===== config.mk =====
export PLATFORM = sky130hd
export DESIGN_NAME = obstacle_avoid_sequencer
export DESIGN_NICKNAME = d
export VERILOG_FILES = /design/src/design/oas_pkg.sv /design/src/design/oas_yaw_integ.sv /design/src/design/obstacle_avoid_sequencer.sv
export SDC_FILE = /design/constraint.sdc
export NUM_CORES = 1
export LEC_CHECK = 0
export ABC_AREA = 1
export BUFFER_PORTS_ARGS = -buffer_cell sky130_fd_sc_hd__buf_2
export CORE_UTILIZATION = 45
export DETAILED_ROUTE_END_ITERATION = 7
export PLACE_DENSITY = 0.62
export SLEW_MARGIN = 20
export SYNTH_ARGS = -nofsm -noshare
export SYNTH_HDL_FRONTEND = slang
export SYNTH_SLANG_ARGS = --single-unit

===== constraint.sdc =====
create_clock -name aclk -period 15.5 [get_ports aclk]
set_clock_uncertainty 0.05 [all_clocks]
set_input_delay 3.1 -clock aclk [delete_from_list [all_inputs] [get_ports aclk]]
set_output_delay 3.1 -clock aclk [all_outputs]
set_load 0.01 [all_outputs]

===== src/design/oas_pkg.sv =====
`timescale 1ns / 1ps
`default_nettype none
// ----------------------------------------------------------------------------
// oas_pkg
// Shared types and constants of the obstacle avoidance sequencer.
// ----------------------------------------------------------------------------
package oas_pkg;

    localparam int YAW_W   = 32;
    localparam int RAW_W   = 16;
    localparam int DIST_W  = 16;
    localparam int GAIN_W  = 8;
    localparam int CNT_W   = 8;
    localparam int DEG_W   = 9;
    localparam int MODE_W  = 3;
    localparam int STEER_W = 8;
    localparam int OUTY_W  = 16;
    localparam int CFG_AW  = 3;
    localparam int CFG_DW  = 16;

    // request kinds
    localparam logic OP_GYRO = 1'b0;
    localparam logic OP_DIST = 1'b1;

    // register indexes
    localparam logic [CFG_AW-1:0] REG_DIST_THR   = 3'd0;
    localparam logic [CFG_AW-1:0] REG_TRIG_CNT   = 3'd1;
    localparam logic [CFG_AW-1:0] REG_YAW_LEFT   = 3'd2;
    localparam logic [CFG_AW-1:0] REG_YAW_RSTART = 3'd3;
    localparam logic [CFG_AW-1:0] REG_YAW_REND   = 3'd4;
    localparam logic [CFG_AW-1:0] REG_GYRO_GAIN  = 3'd5;

    // external mode codes
    localparam logic [MODE_W-1:0] CODE_IDLE  = 3'd0;
    localparam logic [MODE_W-1:0] CODE_LEFT  = 3'd1;
    localparam logic [MODE_W-1:0] CODE_L2R   = 3'd2;
    localparam logic [MODE_W-1:0] CODE_RIGHT = 3'd3;
    localparam logic [MODE_W-1:0] CODE_DONE  = 3'd4;

    localparam logic signed [STEER_W-1:0] STEER_IDLE  = 8'sd0;
    localparam logic signed [STEER_W-1:0] STEER_LEFT  = 8'sd70;
    localparam logic signed [STEER_W-1:0] STEER_L2R   = -8'sd60;
    localparam logic signed [STEER_W-1:0] STEER_RIGHT = 8'sd50;
    localparam logic signed [STEER_W-1:0] STEER_DONE  = 8'sd0;

    localparam logic signed [DEG_W-1:0] DONE_EXIT_DEG = -9'sd5;

    // reset values of the registers
    localparam logic [DIST_W-1:0]       RST_DIST_THR   = 16'd300;
    localparam logic [CNT_W-1:0]        RST_TRIG_CNT   = 8'd5;
    localparam logic signed [DEG_W-1:0] RST_YAW_LEFT   = 9'sd40;
    localparam logic signed [DEG_W-1:0] RST_YAW_RSTART = -9'sd32;
    localparam logic signed [DEG_W-1:0] RST_YAW_REND   = -9'sd5;
    localparam logic [GAIN_W-1:0]       RST_GYRO_GAIN  = 8'd20;

    typedef enum logic [4:0] {
        M_IDLE  = 5'b00001,
        M_LEFT  = 5'b00010,
        M_L2R   = 5'b00100,
        M_RIGHT = 5'b01000,
        M_DONE  = 5'b10000
    } mode_t;

    function automatic logic [MODE_W-1:0] mode_code(input mode_t m);
        logic [MODE_W-1:0] c;
        case (m)
            M_LEFT:  c = CODE_LEFT;
            M_L2R:   c = CODE_L2R;
            M_RIGHT: c = CODE_RIGHT;
            M_DONE:  c = CODE_DONE;
            default: c = CODE_IDLE;
        endcase
        return c;
    endfunction

    function automatic logic signed [STEER_W-1:0] steer_for(input mode_t m);
        logic signed [STEER_W-1:0] s;
        case (m)
            M_LEFT:  s = STEER_LEFT;
            M_L2R:   s = STEER_L2R;
            M_RIGHT: s = STEER_RIGHT;
            M_DONE:  s = STEER_DONE;
            default: s = STEER_IDLE;
        endcase
        return s;
    endfunction

    // yaw strictly above / below deg * 65536
    function automatic logic yaw_gt(input logic signed [YAW_W-1:0] y,
                                    input logic signed [DEG_W-1:0] d);
        logic signed [YAW_W-1:0] lim;
        lim = {{(YAW_W-DEG_W-16){d[DEG_W-1]}}, d, 16'h0000};
        return y > lim;
    endfunction

    function automatic logic yaw_lt(input logic signed [YAW_W-1:0] y,
                                    input logic signed [DEG_W-1:0] d);
        logic signed [YAW_W-1:0] lim;
        lim = {{(YAW_W-DEG_W-16){d[DEG_W-1]}}, d, 16'h0000};
        return y < lim;
    endfunction

endpackage
`default_nettype wire


===== src/design/oas_yaw_integ.sv =====
`timescale 1ns / 1ps
`default_nettype none
// ----------------------------------------------------------------------------
// oas_yaw_integ
// Gyro rate decode, gain multiply and saturating add into the Q16 yaw.
// ----------------------------------------------------------------------------
module oas_yaw_integ (
    input  wire logic signed [oas_pkg::YAW_W-1:0]  yaw_in,
    input  wire logic        [oas_pkg::RAW_W-1:0]  gyro_raw,
    input  wire logic        [oas_pkg::GAIN_W-1:0] gain,
    output logic signed      [oas_pkg::YAW_W-1:0]  yaw_out
);
    import oas_pkg::*;

    localparam int RATE_W = RAW_W + 1;
    localparam int PROD_W = RATE_W + GAIN_W + 1;
    localparam int SUM_W  = YAW_W + 2;

    logic signed [RATE_W-1:0] rate;
    logic signed [GAIN_W:0]   gain_s;
    logic signed [PROD_W-1:0] prod;
    logic signed [SUM_W-1:0]  sum;

    // below mid-scale the rate is the negated raw word, else 65535 - raw
    assign rate   = gyro_raw[RAW_W-1] ? $signed({1'b0, ~gyro_raw})
                                      : -$signed({1'b0, gyro_raw});
    assign gain_s = $signed({1'b0, gain});
    assign prod   = rate * gain_s;
    assign sum    = $signed({{(SUM_W-YAW_W){yaw_in[YAW_W-1]}}, yaw_in})
                  + $signed({{(SUM_W-PROD_W){prod[PROD_W-1]}}, prod});

    always_comb begin
        if (sum[SUM_W-1:YAW_W-1] == '0 || sum[SUM_W-1:YAW_W-1] == '1) begin
            yaw_out = sum[YAW_W-1:0];
        end else if (sum[SUM_W-1]) begin
            yaw_out = {1'b1, {(YAW_W-1){1'b0}}};
        end else begin
            yaw_out = {1'b0, {(YAW_W-1){1'b1}}};
        end
    end

endmodule
`default_nettype wire


===== src/design/obstacle_avoid_sequencer.sv =====
`timescale 1ns / 1ps
`default_nettype none
// ----------------------------------------------------------------------------
// obstacle_avoid_sequencer
// Yaw integrator and five-mode obstacle avoidance sequencer.
// ----------------------------------------------------------------------------
// Requests come in on the s_ channel: s_opcode 0 is a gyro sample that adds
// gain * rate to the Q16 yaw, 1 is a distance tick that steps the close
// counter and the mode sequence. Every request gives one result on the m_
// channel: the mode after it, its steering value and the yaw in whole degrees.
// A request is held in the input register, where the yaw multiply-add
// and the mode step are done, and its result is written to the output
// register when the request advances. One request is taken every cycle
// while the output does not stall; the state is updated as each request
// leaves the input register, so back-to-back requests see each other's state.
// When the receiver stalls the result register holds, one more request can
// wait in the input register, then s_ready drops until m_ready returns.
// Synchronous reset clears the pipeline, yaw, counter and mode (idle) and
// loads the register defaults. The user writes registers via cfg_wr_en /
// cfg_addr / cfg_wdata while no request is in flight; the block does not check.
// ----------------------------------------------------------------------------
module obstacle_avoid_sequencer (
    input  wire logic                               aclk,
    input  wire logic                               aresetn,
    input  wire logic                               cfg_wr_en,
    input  wire logic        [oas_pkg::CFG_AW-1:0]  cfg_addr,
    input  wire logic        [oas_pkg::CFG_DW-1:0]  cfg_wdata,
    input  wire logic                               s_valid,
    output logic                                    s_ready,
    input  wire logic                               s_opcode,
    input  wire logic        [oas_pkg::RAW_W-1:0]   s_gyro_raw,
    input  wire logic        [oas_pkg::DIST_W-1:0]  s_distance_mm,
    output logic                                    m_valid,
    input  wire logic                               m_ready,
    output logic             [oas_pkg::MODE_W-1:0]  m_mode,
    output logic signed      [oas_pkg::STEER_W-1:0] m_steer,
    output logic signed      [oas_pkg::OUTY_W-1:0]  m_yaw_deg
);
    import oas_pkg::*;

    // configuration
    logic        [DIST_W-1:0] dist_thr_reg;
    logic        [CNT_W-1:0]  trig_cnt_reg;
    logic signed [DEG_W-1:0]  yaw_left_reg;
    logic signed [DEG_W-1:0]  yaw_rstart_reg;
    logic signed [DEG_W-1:0]  yaw_rend_reg;
    logic        [GAIN_W-1:0] gain_reg;

    // input register
    logic              in_vld_reg;
    logic              op_reg;
    logic [RAW_W-1:0]  raw_reg;
    logic [DIST_W-1:0] dist_reg;

    // block state
    mode_t                    mode_reg, mode_next;
    logic        [CNT_W-1:0]  cnt_reg, cnt_next, cnt_inc;
    logic signed [YAW_W-1:0]  yaw_reg, yaw_next, yaw_sum;

    // result register
    logic                      out_vld_reg;
    logic [MODE_W-1:0]         mode_out_reg;
    logic signed [STEER_W-1:0] steer_out_reg;
    logic signed [OUTY_W-1:0]  yaw_out_reg;

    logic adv;

    assign adv     = in_vld_reg && (!out_vld_reg || m_ready);
    assign s_ready = !in_vld_reg || adv;

    always_ff @(posedge aclk) begin
        if (!aresetn) begin
            dist_thr_reg   <= RST_DIST_THR;
            trig_cnt_reg   <= RST_TRIG_CNT;
            yaw_left_reg   <= RST_YAW_LEFT;
            yaw_rstart_reg <= RST_YAW_RSTART;
            yaw_rend_reg   <= RST_YAW_REND;
            gain_reg       <= RST_GYRO_GAIN;
        end else if (cfg_wr_en) begin
            case (cfg_addr)
                REG_DIST_THR:   dist_thr_reg   <= cfg_wdata[DIST_W-1:0];
                REG_TRIG_CNT:   trig_cnt_reg   <= cfg_wdata[CNT_W-1:0];
                REG_YAW_LEFT:   yaw_left_reg   <= $signed(cfg_wdata[DEG_W-1:0]);
                REG_YAW_RSTART: yaw_rstart_reg <= $signed(cfg_wdata[DEG_W-1:0]);
                REG_YAW_REND:   yaw_rend_reg   <= $signed(cfg_wdata[DEG_W-1:0]);
                REG_GYRO_GAIN:  gain_reg       <= cfg_wdata[GAIN_W-1:0];
                default: ;
            endcase
        end
    end

    always_ff @(posedge aclk) begin
        if (!aresetn) begin
            in_vld_reg <= 1'b0;
        end else if (s_ready) begin
            in_vld_reg <= s_valid;
        end
        if (s_valid && s_ready) begin
            op_reg   <= s_opcode;
            raw_reg  <= s_gyro_raw;
            dist_reg <= s_distance_mm;
        end
    end

    oas_yaw_integ u_yaw (
        .yaw_in   (yaw_reg),
        .gyro_raw (raw_reg),
        .gain     (gain_reg),
        .yaw_out  (yaw_sum)
    );

    // counter is only incremented while below trig_cnt_reg, so the increment cannot wrap
    assign cnt_inc = cnt_reg + CNT_W'(1);

    always_comb begin
        mode_next = mode_reg;
        cnt_next  = cnt_reg;
        yaw_next  = yaw_reg;
        if (op_reg == OP_GYRO) begin
            yaw_next = yaw_sum;
        end else begin
            if (dist_reg < dist_thr_reg) begin
                if (cnt_reg < trig_cnt_reg) begin
                    cnt_next = cnt_inc;
                end
            end else begin
                cnt_next = '0;
            end
            case (mode_reg)
                M_IDLE: begin
                    if (cnt_next >= trig_cnt_reg) begin
                        yaw_next  = '0;
                        mode_next = M_LEFT;
                        cnt_next  = '0;
                    end
                end
                M_LEFT: begin
                    if (yaw_gt(yaw_reg, yaw_left_reg)) mode_next = M_L2R;
                end
                M_L2R: begin
                    if (yaw_lt(yaw_reg, yaw_rstart_reg)) mode_next = M_RIGHT;
                end
                M_RIGHT: begin
                    if (yaw_gt(yaw_reg, yaw_rend_reg)) mode_next = M_DONE;
                end
                M_DONE: begin
                    if (yaw_gt(yaw_reg, DONE_EXIT_DEG)) mode_next = M_IDLE;
                end
                default: begin
                    mode_next = M_IDLE;
                end
            endcase
        end
    end

    always_ff @(posedge aclk) begin
        if (!aresetn) begin
            mode_reg    <= M_IDLE;
            cnt_reg     <= '0;
            yaw_reg     <= '0;
            out_vld_reg <= 1'b0;
        end else begin
            if (adv) begin
                mode_reg <= mode_next;
                cnt_reg  <= cnt_next;
                yaw_reg  <= yaw_next;
            end
            if (adv) begin
                out_vld_reg <= 1'b1;
            end else if (m_ready) begin
                out_vld_reg <= 1'b0;
            end
        end
        if (adv) begin
            mode_out_reg  <= mode_code(mode_next);
            steer_out_reg <= steer_for(mode_next);
            // floor of the Q16 value is its upper half
            yaw_out_reg   <= yaw_next[YAW_W-1:YAW_W-OUTY_W];
        end
    end

    assign m_valid   = out_vld_reg;
    assign m_mode    = mode_out_reg;
    assign m_steer   = steer_out_reg;
    assign m_yaw_deg = yaw_out_reg;

endmodule
`default_nettype wire

# After elaboration in Yosys (flattened, before gate mapping)
# Index checks and enable logic that the tools add are counted.
dict set report totals {
  input_bits 57
  reg_bits 166
  output_inout_bits 29
  elab_cells 87
}
dict set report classes {
  n_mux 22
  n_mul 1
  order_cmp 7
  n_reduce_logical 18
  eq_ne 17
  bitwise 1
  add_sub_neg 3
}
# op n
set ops {}
lappend ops {{32-bit 2-to-1 mux} 5}
lappend ops {{32-bit by 25-bit > comparator with 1-bit output} 2}
lappend ops {{8-bit 2-to-1 mux} 5}
lappend ops {{32-bit by 26-bit adder with 33-bit output} 1}
lappend ops {{32-bit by 20-bit > comparator with 1-bit output (second input constant)} 1}
lappend ops {{32-bit by 25-bit < comparator with 1-bit output} 1}
lappend ops {{5-bit 2-to-1 mux} 6}
lappend ops {{17-bit by 9-bit multiplier with 26-bit output} 1}
lappend ops {{5-bit case mux with 5 select lines} 1}
lappend ops {{8-bit case mux with 3 select lines} 1}
lappend ops {{17-bit 2-to-1 mux} 1}
lappend ops {{16-bit negator with 17-bit output} 1}
lappend ops {{16-bit < comparator} 1}
lappend ops {{16-bit NOT} 1}
lappend ops {{2-bit AND reduction} 7}
lappend ops {{3-bit case mux with 4 select lines} 1}
lappend ops {{5-bit by 2-bit == test with 1-bit output (second input constant)} 2}
lappend ops {{5-bit by 3-bit == test with 1-bit output (second input constant)} 2}
lappend ops {{5-bit by 4-bit == test with 1-bit output (second input constant)} 2}
lappend ops {{5-bit == test (second input constant)} 2}
lappend ops {{3-bit == test (second input constant)} 3}
lappend ops {{8-bit by 1-bit adder with 8-bit output (second input constant)} 1}
lappend ops {{8-bit >= comparator} 1}
lappend ops {{8-bit < comparator} 1}
lappend ops {{other kinds (11)} 19}

# Depth between registers and ports, before layout
# Gate-level depths: netlist of the first run.
dict set report depth {
  ltp_word 10
  depth_mapped 40
}

# Modules after synthesis
# A second synthesis of the first run with hierarchy kept.
dict set report unflattened {
  hier_cells 2085
  area_unflattened_um2 15612.5
}
# module instances area_each_um2 cells_each
set modules_own_cells {}
lappend modules_own_cells {obstacle_avoid_sequencer 1 8129.0 987}
lappend modules_own_cells {oas_yaw_integ 1 7483.4 1098}

# Least setup slack after synthesis of the first run
# No wires, ideal clock.
dict set report synth_path {
  kind {in2out}
  startpoint {input port m_ready}
  endpoint {output port s_ready}
  slack_ps 9066
  cell_stages 2
  arrival_ps 3284
  cell_sequence {inv_1 > nand3_1}
}
dict set report synth_between {
  elab_chain_len 3
}
# item line
set synth_lines {}
lappend synth_lines {{from (decl)} obstacle_avoid_sequencer.sv:34} ;# input wire logic m_ready,
lappend synth_lines {{1-bit logical OR} obstacle_avoid_sequencer.sv:68} ;# assign adv = in_vld_reg && (!out_vld_reg || m_ready);
lappend synth_lines {{1-bit logical AND} obstacle_avoid_sequencer.sv:68}
lappend synth_lines {{1-bit logical OR} obstacle_avoid_sequencer.sv:69} ;# assign s_ready = !in_vld_reg || adv;
lappend synth_lines {{to (decl)} obstacle_avoid_sequencer.sv:29} ;# output logic s_ready,
# Every way passes these cells.

# Worst setup path in the final report of the first run
dict set report layout_path {
  startpoint {register raw_reg[3]}
  endpoint {register yaw_reg[3]}
}
dict set report layout_between {
  elab_chain_len 8
}
# item line
set layout_lines {}
lappend layout_lines {{from (decl)} obstacle_avoid_sequencer.sv:52} ;# logic [RAW_W-1:0] raw_reg;
lappend layout_lines {{from (signal assigned)} obstacle_avoid_sequencer.sv:100} ;# raw_reg <= s_gyro_raw;
lappend layout_lines {{16-bit negator with 17-bit output or 16-bit NOT (tied branches)} {oas_yaw_integ.sv:26, oas_yaw_integ.sv:25}}
lappend layout_lines {{17-bit 2-to-1 mux (*)} oas_yaw_integ.sv:25} ;# assign rate = gyro_raw[RAW_W-1] ? $signed({1'b0, ~gyro_raw})
lappend layout_lines {{17-bit by 9-bit multiplier with 26-bit output (*)} oas_yaw_integ.sv:28} ;# assign prod = rate * gain_s;
lappend layout_lines {{32-bit by 26-bit adder with 33-bit output (*)} oas_yaw_integ.sv:30} ;# + $signed({{(SUM_W-PROD_W){prod[PROD_W-1]}}, prod});
lappend layout_lines {{3-bit == test or 3-bit zero test (tied branches)} oas_yaw_integ.sv:33} ;# if (sum[SUM_W-1:YAW_W-1] == '0 || sum[SUM_W-1:YAW_W-1] == '1) begin
lappend layout_lines {{1-bit logical OR} oas_yaw_integ.sv:33}
lappend layout_lines {{32-bit 2-to-1 mux (*)} oas_yaw_integ.sv:33}
lappend layout_lines {{32-bit 2-to-1 mux (*)} obstacle_avoid_sequencer.sv:119} ;# if (op_reg == OP_GYRO) begin
lappend layout_lines {{to (signal assigned)} obstacle_avoid_sequencer.sv:166} ;# yaw_reg <= yaw_next;
lappend layout_lines {{to (decl)} obstacle_avoid_sequencer.sv:58} ;# logic signed [YAW_W-1:0] yaw_reg, yaw_next, yaw_sum;
# Mark *: on every way between the ends. The rest lies on a longest branch, timed or not.
# A chain may end at the register's enable or synchronous reset.

==> results of run 1 <==
layout make-up:
type                    instances  area [sq um]
repair buffers                 90           468
flip-flops and latches        162          3800
inverters                     436          1640
multi-input cells            1413          9980
fillers                      3394         16800
clock buffers                  25           497
well taps                     448           561
clock inverters                 7          71.3
power by group:
group	switching [uW]	internal (uW)	leakage [uW]
Clock	185	240	0.000282
Combinational	956	487	0.00707
Sequential	37.0	500	0.00140
Total	1180	1230	0.00875
how the worst max path moves through the flow:
stage / to / depth (start not counted) / startpoint
after floorplan: s_ready / 2 / m_ready
after global placement: yaw_reg[5]$_SDFFE_PN0P_ / 28 / raw_reg[3]$_DFFE_PP_
after detailed placement: yaw_reg[0]$_SDFFE_PN0P_ / 28 / raw_reg[3]$_DFFE_PP_
after CTS: yaw_reg[5]$_SDFFE_PN0P_ / 28 / raw_reg[3]$_DFFE_PP_
after global routing: yaw_reg[5]$_SDFFE_PN0P_ / 31 / raw_reg[3]$_DFFE_PP_
final: yaw_reg[3]$_SDFFE_PN0P_ / 28 / raw_reg[3]$_DFFE_PP_
kinds of logic after synthesis:
family          after synthesis  synth area share
xor+xnor                     29            0.0162
flops                       162             0.243
buf+inv                     482             0.119
fa+ha+maj                   284             0.294
other cells                   1          0.000240
compound gates              277             0.102
simple gates                821             0.226
metal layers:
layer	track usage	vias to the layer above	wire length [um]
met4	0.0717	0	830
met5	0	-	0
met3	0.0350	50	1390
li1	-	6505	-
met2	0.422	243	19600
met1	0.280	6200	16900
synthesized netlist by cell type, types with 17 or more instances:
library cell  instances  area [sq um]
nand3_1              61           305
clkbuf_1             34           128
xor2_1               17           149
a21oi_1             143           716
edfxtp_1             56          1680
o211ai_1             17           128
dfxtp_1             106          2120
fa_1                139          2780
inv_1               428          1610
nand4_1              17           106
nor3_1               20           100
nand2_1             486          1820
nor2_1              169           634
o21ai_0              67           335
ha_1                145          1810
stage by stage:
step / power [uW] / utilization / cell area (sq um)
finish: 2410 / 0.503 / 17000
CTS: 2420 / 0.503 / 17000
global route: 2640 / 0.503 / 17000
floorplan: 1660 / - / 15600
detailed placement: 1990 / 0.486 / 16500
global placement: 1970 / 0.486 / 16500
critical path: cells and delay by family (launching register included):
family,cells,cell delay [ns]
DFF,1,0.42
buffers and inverters,5,0.64
AOI/OAI and AO/OA,5,0.85
and+or+nand+nor,12,1.79
adders and majority gates,6,3.38
==> key figures, run 1 <==
Place
  • Gpl congestion: 0.914
  • I/O Buffers: 83
  • Dpl hpwl: 30800 um
  • Place WS: 8.30 ns
  • Placed Instances: about 2.5k

Worst setup path
  • Slowest cell delay on critical path: around 0.82 ns
  • CP Max Fanout: 18
  • WS Path Type: reg -> reg
  • Reg2reg end: yaw_reg[3]$_SDFFE_PN0P_
  • Crit path required time: between 15 and 20 ns
  • Flop2flop setup slack: between 8 and 9 ns
  • Worst reg-to-reg path cell count: 28
  • R2r startpoint: raw_reg[3]$_DFFE_PP_
  • Critical Path AT: 7.56 ns
  • Critical-path top delay cell: fa_1
  • CP Capture Type: register
  • Startpoint Class: register

Clock tree
  • Longest Clk Path Bufs: 2
  • Hold-fix buffers, CTS: 0
  • Htree depth: 4
  • Clock latency on the worst-skew pair: 0.45 ns
  • Clock-pin transition on the worst setup and hold timing paths: 0.06 ns
  • Root Buffer: clkbuf_16
  • Sink Count: 162
  • # Post-CTS Setup Buffers: 0
  • TritonCTS clock tree: done
  • Post-CTS sizing: 0
  • CTS Buf Count: 17

Logic synthesis
  • Syn Area/Cell: 7.61 sq um
  • Async S/R FF share, synth: 0
  • Synthesized cell area: 15600 sq um
  • Sequential-to-total area share from yosys stat: 0.243
  • Post-Synthesis Cells: about 2k
  • Synth Flop Type: dfxtp_1
  • Number of synthesized register bits: 162
  • Synth unique cells: 50
  • Yosys Warn Count: 0
  • Post-synth EDFFs: 56

Final layout
  • Final Instance Count excl. Fillers: around 2.6k
  • Commonest non-fill, non-tap cell in the layout: nand2_1
  • Antenna cells: 0
  • Most frequent cells in the layout: nand2_1, inv_1, nor2_1
  • Nets: 2461
  • Share of cells above drive strength 1: 0.0914
  • Area grow syn2layout: 8.85%
  • Max reg flops: 32

Floorplanning
  • Starting Density: 0.462
  • Die Area: 35500 sq um
  • # IOs: 86
  • Site row count: 67
  • Die span in x: 188 um
  • Height of the die: 188 um
  • CORE AREA: 33900 sq um

Outcome
  • Status: finished, final reports clean

STA
  • Final Hold Vio Count: 0
  • Min Hold Slack: 0.402 ns
  • Final min period: 7.24 ns
  • Final setup fails: 0
  • Fmax: between 100 and 150 MHz
  • RSZ-0062 raised after global routing: false
  • Setup ws final: 8.26 ns
  • Fin. max-slew vios: 0
  • Least-Margin Pin Slew: 1.05 ns
  • Crit share post-route: 0.467
  • Slew margin rel.: 0.299
  • Setup TNS Final: 0 ns

Drt
  • DRT iter0 DRCs: 653
  • DR vias: 13.0k
  • Routed WL: 38700 um
  • DR WL/cell: 15.0 um
  • Via density: 5.04
  • Final ANT Viol Nets: 0
  • Router iterations before antenna repair: 5
  • DR DRC count: 0

Hold path
  • Hold path startpoint: dist_thr_reg[0]$_SDFFE_PN0P_
  • Hold Crit Depth: 2
  • Hold endpoint: dist_thr_reg[0]$_SDFFE_PN0P_
  • Hold/Removal Path Class: reg -> reg

Global route
  • Total Routing Usage GR: 0.232
  • Antenna violations before repair: 0
  • Largest net degree at the start of global routing: 57
  • Vias in the first global route: 13.4k
  • Remaining Overflow, GRT: 0
  • First-pass GRT wire length: 65400 um

Power
  • Power Dens Cells: 141 nW/um^2
  • Leakage: 0.00875 uW
  • Worst vdd ir: 119 uV

Flow run
  • Max Cap Viol: 0
(Power assumes the default switching activity.)
==> inputs of run 2 (changes only) <==
Clock period 15.5 ns to 7.25 ns, I/O delays scaled along.
==> run 2 against run 1 <==
Net effect: maximum frequency up 5.6%; via count rose by 0.43%; routed wire length decreased by 0.55%; register-to-register slack worse by 7.9 ns; hold slack got worse by 0.0025 ns; core utilization increased by 0.69 points; clock power rose by 110%; final cell count up 0.77%; setup slack lost 7.9 ns; critical endpoint is now yaw_reg[9]$_SDFFE_PN0P_; largest cell class unchanged; highest routed layer unchanged.
==> key figures, run 2 (synthesis results as in run 1) <==
Global route
  • Met2 usage: 0.410 (-0.0114)
  • Largest net degree at the start of global routing: 57 (unchanged)
  • GR peak layer: met2
  • Global-route met3 utilization: 0.0348 (-0.000186)
  • Vias in the first global route: 13.1k (-1.7%)
  • GR met1 Demand/Resource: 0.278 (-0.00242)
  • First-pass GRT wire length: 64700 um (-1.1%)
  • Remaining Overflow, GRT: 0 (unchanged)
  • Antenna violations before repair: 0 (unchanged)
  • Total Routing Usage GR: 0.229 (-0.00311)

Outcome
  • Status: finished, final reports clean

Final layout
  • Most frequent cells in the layout: nand2_1, inv_1, nor2_1
  • Max reg flops: 32 (unchanged)
  • Share of cells above drive strength 1: 0.108 (+0.0168)
  • Area grow syn2layout: 10.3%
  • Antenna cells: 0 (unchanged)
  • Filler cell count: 3379 (-0.44%)
  • Final Instance Count excl. Fillers: 2601 (+0.77%)
  • Nets: 2481 (+0.81%)
  • Commonest non-fill, non-tap cell in the layout: nand2_1
  • Post-route cell area: 17300 sq um (+1.4%)

Floorplanning
  • Die span in x: 188 um (unchanged)
  • Site row count: 67 (unchanged)
  • # IOs: 86 (unchanged)
  • Starting Density: 0.462 (unchanged)
  • Height of the die: 188 um (unchanged)
  • Die Area: 35500 sq um (unchanged)
  • CORE AREA: 33900 sq um (unchanged)

Power
  • Power Dens Cells: 307 nW/um^2 (+120%)
  • Internal power: 2670 uW (+120%)
  • P_sw: 2630 uW (+120%)
  • Leakage: 0.00885 uW (+1.1%)
  • Switching part of the total: 0.496 (+0.00605)
  • Sequential power share: 0.216 (-0.007)
  • Clock Power Share: 0.169 (-0.008)
  • Combinational Power Share: 0.614 (+0.014)
  • Worst vdd ir: 207 uV (+74%)

Clock tree
  • Sink Count: 162 (unchanged)
  • Root Buffer: clkbuf_16
  • Htree depth: 4 (unchanged)
  • Longest Clk Path Bufs: 2 (unchanged)
  • Hold-fix buffers, CTS: 0 (unchanged)
  • Clock-pin transition on the worst setup and hold timing paths: 0.07 ns (about the same)
  • CTS Buf Count: 17 (unchanged)
  • Clock latency on the worst-skew pair: 0.45 ns (about the same)
  • TritonCTS clock tree: done

Flow run
  • Max Cap Viol: 0 (unchanged)

Drt
  • Routed WL: 38500 um (-0.55%)
  • DR vias: 13.1k (+0.43%)
  • Via density: 5.02 (-0.34%)
  • DR WL/cell: 14.8 um (-1.3%)
  • Router iterations before antenna repair: 5 (unchanged)
  • Final ANT Viol Nets: 0 (unchanged)
  • DR DRC count: 0 (unchanged)
  • DRT iter0 DRCs: 703 (+7.7%)

Worst setup path
  • Critical-path top delay cell: fa_1
  • CP Capture Type: register
  • Critical Path AT: 7.19 ns (-0.37 ns)
  • Flop2flop setup slack: 0.39 ns (-7.87 ns)
  • Worst reg-to-reg path cell count: 31 (+11%)
  • Slowest cell delay on critical path: 0.60 ns (-0.22 ns)
  • Crit path required time: 7.58 ns (-8.24 ns)
  • CP Max Fanout: 9 (-9)
  • Startpoint Class: register
  • CP dominant cell by count: inv_1
  • WS Path Type: reg -> reg

Place
  • Placed Area: 16500 sq um (+0.18%)
  • Placed Instances: 2553 (+0.16%)
  • I/O Buffers: 83 (unchanged)
  • Gpl congestion: 0.922 (+0.93%)
  • Dpl hpwl: 30600 um (-0.82%)

STA
  • Least-Margin Pin Slew: 0.926 ns (-0.121 ns)
  • Fin. max-slew vios: 0 (unchanged)
  • Final setup fails: 0 (unchanged)
  • Slew margin rel.: 0.383 (+0.0832)
  • Crit share post-route: 0.946 (+0.479)
  • Fmax: 146 MHz (+5.6%)
  • Final Hold Vio Count: 0 (unchanged)
  • Final min period: 6.86 ns (-0.381 ns)

Hold path
  • Hold Crit Depth: 2 (unchanged)
  • Hold/Removal Path Class: reg -> reg
## run 2: area by class of cell
| class | instances | area, sq um | share of cell area |
|---|---|---|---|
| clock inverter | 13 | 115 | 0.00667 |
| clock buffer | 19 | 454 | 0.0263 |
| tap | 448 | 561 | 0.0325 |
| multi-input combinational | 1415 | 10100 | 0.584 |
| inverter | 436 | 1640 | 0.0949 |
| timing repair buffer | 108 | 616 | 0.0357 |
| sequential | 162 | 3800 | 0.220 |
## run 2: repair_timing
action                                  CTS  global route
endpoints found under the setup margin    0            48
buffers inserted                          0            14
resized for setup                         0            14
## run 2: final timing paths
kind / startpoint / endpoint
max reg2reg: raw_reg[4]$_DFFE_PP_ / yaw_reg[9]$_SDFFE_PN0P_
max: raw_reg[4]$_DFFE_PP_ / yaw_reg[9]$_SDFFE_PN0P_
min reg2reg: dist_thr_reg[0]$_SDFFE_PN0P_ / dist_thr_reg[0]$_SDFFE_PN0P_
min: dist_thr_reg[0]$_SDFFE_PN0P_ / dist_thr_reg[0]$_SDFFE_PN0P_
## run 2: per-stage QoR
step | setup WS (ns) | hold WS (ns) | utilization | power (uW) | TNS, ns
2_1_floorplan | 0.953 | 0.374 | - | 3550 | 0
3_3_place_gp | 0.176 | 0.391 | 0.487 | 4220 | 0
3_5_place_dp | 0.0827 | 0.394 | 0.487 | 4260 | 0
4_1_cts | 0.0804 | 0.403 | 0.503 | 5170 | 0
5_1_grt | -0.0236 | 0.427 | 0.509 | 5800 | -0.0846
6_report | 0.390 | 0.399 | 0.509 | 5300 | 0
## run 2: power groups by stage
stage / clock [uW] / combinational, uW / sequential, uW
3_5_place_dp: 0 / 3090 / 1160
5_1_grt: 948 / 3690 / 1160
4_1_cts: 917 / 3110 / 1150
6_report: 897 / 3250 / 1150
2_1_floorplan: 0 / 2400 / 1150
3_3_place_gp: 0 / 3050 / 1160
## run 2: metal layers
metal	vias up	routed length (um)
li1	6562	-
met1	6202	16700
met2	229	19300
met3	61	1590
met4	0	935
met5	-	0
## run 2: worst max-delay path: cells and delay by family (launching register included)
kind,cells,cell delay [ns]
compound gates,5,0.79
fa+ha+maj,6,3.02
buf+inv,8,0.82
flops,1,0.40
simple gates,12,1.70
